===== config.mk =====
export PLATFORM = sky130hd
export DESIGN_NAME = ioh_polar
export DESIGN_NICKNAME = d
export VERILOG_FILES = /design/src/hdl/ioh_pkg.sv /design/src/hdl/ioh_polar.sv
export SDC_FILE = /design/constraint.sdc
export NUM_CORES = 1
export LEC_CHECK = 0
export BUFFER_PORTS_ARGS = -buffer_cell sky130_fd_sc_hd__buf_2
export CORE_ASPECT_RATIO = 0.75
export CORE_MARGIN = 5
export CORE_UTILIZATION = 55
export CTS_BUF_LIST = sky130_fd_sc_hd__clkbuf_2 sky130_fd_sc_hd__clkbuf_4 sky130_fd_sc_hd__clkbuf_8
export CTS_CLUSTER_SIZE = 8
export DETAILED_ROUTE_END_ITERATION = 7
export GPL_TIMING_DRIVEN = 0
export HOLD_SLACK_MARGIN = 0.06
export PLACE_DENSITY = 0.84
export SETUP_SLACK_MARGIN = 0.3
export SYNTH_ARGS = -nofsm -noshare
export SYNTH_HDL_FRONTEND = slang
export SYNTH_SLANG_ARGS = --single-unit

===== constraint.sdc =====
create_clock -name clk -period 6.95 [get_ports clk]
set_input_delay 0.3475 -clock clk [delete_from_list [all_inputs] [get_ports clk]]
set_output_delay 0.3475 -clock clk [all_outputs]
set_load 0.005 [all_outputs]

===== src/hdl/ioh_pkg.sv =====
package ioh_pkg;

	localparam int MaxBins = 16;
	localparam int MaxWidth = 1024;
	localparam int BinW = $clog2(MaxBins);
	localparam int BinCntW = BinW + 1;
	localparam int ColW = $clog2(MaxWidth);
	localparam int AddrW = ColW + BinW;
	localparam int CordicSteps = 14;
	localparam int RowSumW = 40;
	localparam int BinSumW = 48;
	localparam int MagW = 20;
	localparam int RadW = 39;
	localparam int CorW = 24;

	localparam logic [RowSumW-1:0] RowSumMax = {RowSumW{1'b1}};
	localparam logic [BinSumW-1:0] BinSumMax = {BinSumW{1'b1}};

	localparam logic [1:0] REG_BIN_COUNT = 2'd0;
	localparam logic [1:0] REG_FULL_ORIENT = 2'd1;

	// atan(2^-i) in 2^-16 turn units
	function automatic logic [15:0] angle_step(input logic [3:0] i);
		logic [15:0] r;
		case (i)
			4'd0: r = 16'd8192;
			4'd1: r = 16'd4836;
			4'd2: r = 16'd2555;
			4'd3: r = 16'd1297;
			4'd4: r = 16'd651;
			4'd5: r = 16'd326;
			4'd6: r = 16'd163;
			4'd7: r = 16'd81;
			4'd8: r = 16'd41;
			4'd9: r = 16'd20;
			4'd10: r = 16'd10;
			4'd11: r = 16'd5;
			4'd12: r = 16'd3;
			4'd13: r = 16'd1;
			default: r = 16'd0;
		endcase
		return r;
	endfunction

	typedef struct packed {
		logic [MagW-1:0] mag;
		logic [15:0] angle;
	} ioh_polar_t;

endpackage


===== src/hdl/ioh_polar.sv =====
// magnitude by bit-pair square root and angle by cordic, both one step a cycle
module ioh_polar (
	input logic clk,
	input logic arst_n,
	input logic start,
	input logic signed [10:0] gx,
	input logic signed [10:0] gy,
	output logic done,
	output ioh_pkg::ioh_polar_t res
);
	import ioh_pkg::*;

	logic busy_q;
	logic [4:0] step_q;
	logic [RadW-1:0] rem_q;
	logic [MagW-1:0] root_q;
	logic signed [CorW-1:0] x_q, y_q;
	logic [15:0] z_q;
	logic zero_q;
	logic [21:0] sq;
	logic signed [CorW-1:0] xs, ys;
	logic [RadW-1:0] trial, rem_sh;
	logic [3:0] ci;

	// squared radius (fits 22 bits)
	assign sq = (22'(gx) * 22'(gx)) + (22'(gy) * 22'(gy));
	assign ci = step_q[3:0];
	assign xs = x_q >>> ci;
	assign ys = y_q >>> ci;
	// restoring root: bring down two bits of radicand per step
	assign rem_sh = rem_q;
	assign trial = RadW'({root_q, 2'b01});

	always_ff @(posedge clk or negedge arst_n) begin
		if (!arst_n) begin
			busy_q <= 1'b0;
			step_q <= '0;
			done <= 1'b0;
		end else begin
			done <= 1'b0;
			if (start && !busy_q) begin
				busy_q <= 1'b1;
				step_q <= '0;
			end else if (busy_q) begin
				if (step_q == 5'(MagW - 1)) begin
					busy_q <= 1'b0;
					done <= 1'b1;
				end
				step_q <= step_q + 5'd1;
			end
		end
	end

	// datapath: radicand is sq<<16 (38 bits, padded to 40 = 20 bit pairs)
	logic [39:0] rad_q;
	logic [RadW:0] cur;
	assign cur = {rem_sh[RadW-2:0], rad_q[39:38]};
	always_ff @(posedge clk) begin
		if (start && !busy_q) begin
			rad_q <= {sq, 16'd0, 2'b00} >> 2;
			rem_q <= '0;
			root_q <= '0;
			zero_q <= (gx == 11'sd0) && (gy == 11'sd0);
			if (gx < 0) begin
				x_q <= -(CorW'(gx) <<< 8);
				y_q <= -(CorW'(gy) <<< 8);
				z_q <= 16'd32768;
			end else begin
				x_q <= CorW'(gx) <<< 8;
				y_q <= CorW'(gy) <<< 8;
				z_q <= 16'd0;
			end
		end else if (busy_q) begin
			rad_q <= {rad_q[37:0], 2'b00};
			if (cur >= {1'b0, trial}) begin
				rem_q <= cur[RadW-1:0] - trial;
				root_q <= {root_q[MagW-2:0], 1'b1};
			end else begin
				rem_q <= cur[RadW-1:0];
				root_q <= {root_q[MagW-2:0], 1'b0};
			end
			// cordic micro-rotation
			if (step_q < 5'(CordicSteps)) begin
				if (y_q > 0) begin
					x_q <= x_q + ys;
					y_q <= y_q - xs;
					z_q <= z_q + angle_step(ci);
				end else begin
					x_q <= x_q - ys;
					y_q <= y_q + xs;
					z_q <= z_q - angle_step(ci);
				end
			end
		end
	end

	assign res.mag = root_q;
	assign res.angle = zero_q ? 16'd0 : z_q;
endmodule


==> flow_metrics.py <==
metrics = {
    "yosys": {
        "synth_edf_count": 87,
        "synth-async-reset-ratio": 0.0455,
        "ys_seq_area_frac": 0.173,
        "yosys_warnings": 0,
        "syn_avg_cell_area_um2": 8.87,
        "synth_xor_area_frac": 0.0702,
        "ys_dominant_reg_cell": "edfxtp_1",
        "syn-cell-area_um2": 23100,
        "synth_compound_area_frac": 0.137,
        "syn-num-nets": 3049,
        "ys_seq_elements": 154,
        "synth_fa_ha_area_frac": 0.307,
        "synth_top_family_by_area": "adder cells",
        "synthMuxAreaShare": 0.0787,
        "synth_simple_gate_area_frac": 0.153,
        "synth_cells": 2601,
        "synth_cell_types": 88,
    },
    "sta": {
        "tns_ns": 0,
        "period_needed_ns": 6.53,
        "slew_viol_final": 0,
        "fmax_ghz": 0.153,
        "worst_pin_slew_ns": 1.40,
        "slew_headroom": 0.0527,
        "rsz0062_at_grt": "yes",
        "fin_skew_ns": 0.0343,
        "fin_crit_sh": 0.940,
        "hold_viol": 0,
        "setup_viol": 0,
    },
    "finish": {
        "nNetsFinal": 3139,
        "final_cells": 3274,
        "multi_input_area_um2": 17300,
        "seqCellArea_um2": 3990,
        "drive_above_1_share": 0.102,
        "fill_cells": 3580,
        "utilization": 0.595,
        "final_cell_area_um2": 24900,
        "syn_to_final_growth_pct": 7.80,
    },
    "global_routing": {
        "grt_pass1_wl_mm": 115,
        "grtUsageTotal": 0.318,
        "antenna_found_initial": 1,
        "grt_max_degree": 24,
        "grt_overflow": 0,
        "grt_pass1_vias": 20801,
    },
    "route": {
        "wl_met1_mm": 30.5,
        "vias_per_cell": 6.16,
        "met3_length_mm": 7.10,
        "vias": 20172,
        "met2_length_mm": 33.7,
        "antenna_left": 0,
        "drt-wirelength-per-cell_um": 22.7,
        "drt-initial-drc-count": 2061,
        "top_layer_used": "met4",
        "drcViolationCount": 0,
        "drt-pass1-iter-count": 6,
        "wirelength_mm": 74.3,
    },
    "placement": {
        "dp.cells": 3230,
        "place_area_um2": 24100,
        "place.gp.congestion": 1.01,
        "portBuffers": 57,
        "hpwl_mm": 59.2,
    },
    "die": {
        "ios": 62,
        "core-area_um2": 41800,
        "initial_utilization": 0.552,
        "die_h_um": 187,
        "die_w_um": 247,
        "rows": 65,
        "fp.dieArea_um2": 46200,
    },
    "worst_hold_path": {
        "hp-class": "in2async",
    },
    "setup_path": {
        "reg2reg_from": "step_q[3]",
        "r2r_end": "y_q[23]",
        "endpoint_kind": "flip-flop",
        "reg2reg_slack_ns": 0.48,
        "crit_path_start_kind": "primary input",
        "critPathMaxFanout": 10,
        "worstSetupPathType": "in2reg",
        "arrival_ns": 6.87,
        "worstRegToRegCells": 21,
        "cp.required_ns": 7.28,
    },
    "clocking": {
        "cts_tree": "built",
        "clockRootBuffer": "clkbuf_8",
        "cts.sinks": 154,
        "clkSlewWorstSetupHoldPaths_ns": 0.11,
        "htree_levels": 4,
        "cts_buffers": 17,
        "insertion_delay_ns": 0.54,
        "cts_max_path_buffers": 2,
    },
    "run": {
        "cap_violations": 0,
    },
    "status": {
        "status": "completed",
    },
}
## sequential cells by signal, indices dropped and copies added, names as in the netlist
signal and cells:
done 1, x_q 24, rem_q 38, zero_q 1, y_q 24, root_q 20, z_q 16, step_q 5
busy_q 1, rad_q 24
## worst max-delay path, stage by stage
cell	delay, ns
buf_2	0.10
clkbuf_2	0.32
inv_1	0.24
nor2_1	0.24
inv_1	0.10
fa_1	0.50
fa_1	0.52
inv_1	0.06
fa_1	0.49
fa_1	0.53
fa_1	0.54
fa_1	0.55
inv_1	0.06
fa_1	0.57
inv_1	0.05
ha_1	0.37
and3_1	0.21
a21oi_2	0.16
o21ai_1	0.16
o211a_1	0.29
o21a_1	0.21
o31ai_4	0.25
## final cells by class
cell class	instances	area share
sequential	154	0.160
multi-input combinational	1964	0.697
timing repair buffer	71	0.0167
clock buffer	17	0.00941
antenna	1	0.000101
tap	569	0.0286
buffer	118	0.0252
clock inverter	15	0.00749
inverter	365	0.0556
## metal layers
metal | up-vias | GRT usage
met4 | 0 | 0.125
met2 | 1108 | 0.504
met5 | - | 0
met3 | 222 | 0.0731
met1 | 9840 | 0.426
li1 | 9002 | -
## cell usage in the layout, fill, tap and decap left out, types with 10 or more instances in the layout
master and count:
edfxtp_1 87, buf_1 15, inv_1 358, o21a_1 21
nor4_1 17, a21o_1 33, nor3_1 38, ha_1 185
o21bai_1 11, clkbuf_1 50, clkbuf_8 17, clkbuf_2 17
or3_1 10, mux2i_1 42, buf_2 69, and3_1 13
a31oi_1 25, xor2_1 77, xnor2_1 105, fa_1 234
buf_6 10, buf_4 14, nor2b_1 53, o21ai_0 123
mux4_2 49, nand2b_1 21, o211ai_1 12, o31ai_1 36
or2_2 11, nor2_1 172, dfxtp_1 60, and2_1 48
nand2_1 277, nand3_1 45, a211oi_1 24, nand4_1 17
a21oi_1 111, mux2_2 18
## logic make-up (layout without fill, tap and decap cells)
logic type	count (synthesis)	in the layout
compound gates	490	490
mux	113	113
fa+ha+maj	423	423
xor+xnor	185	185
flops	154	154
other cells	0	1
simple gates	753	753
buf+inv	483	586
## metrics by stage
step | hold WS, ns | setup WS [ns]
after floorplan | 0.0519 | 0.323
after global placement | 0.190 | -0.737
after detailed placement | 0.191 | -0.946
after CTS | 0.182 | 0.165
after global routing | 0.198 | 0.233
final | 0.194 | 0.418
## synth_stat cells, types with 53 or more instances
cell | count | area share
inv_1 | 362 | 0.059
nand2_1 | 277 | 0.045
dfxtp_1 | 60 | 0.052
xnor2_1 | 108 | 0.041
nor2b_1 | 53 | 0.014
nor2_1 | 177 | 0.029
o21ai_0 | 125 | 0.027
fa_1 | 238 | 0.21
a21oi_1 | 115 | 0.025
ha_1 | 185 | 0.10
xor2_1 | 77 | 0.029
clkbuf_1 | 82 | 0.013
edfxtp_1 | 87 | 0.11
## worst max-delay path by stage
stage	slack (ns)	from	endpoint
6_report	0.42	gx[5]	rad_q[36]
5_1_grt	0.23	gx[5]	rad_q[36]
4_1_cts	0.16	gx[1]	rad_q[36]
3_5_place_dp	-0.95	gx[3]	rad_q[36]
3_3_place_gp	-0.74	gx[3]	rad_q[36]
2_1_floorplan	0.32	gy[10]	rad_q[37]
## what timing repair did
item,4_1_cts,5_1_grt
endpoints found under the setup margin,9,15
hold buffers,1,0
cloned,0,0
pin swaps,4,5
buffers inserted,4,6
gates resized for setup,38,77
hold endpoints to repair,7,0
Power is left out: the tool's default activity adds up to more than one toggle a clock period on the data nets, which glitch-free logic cannot reach.
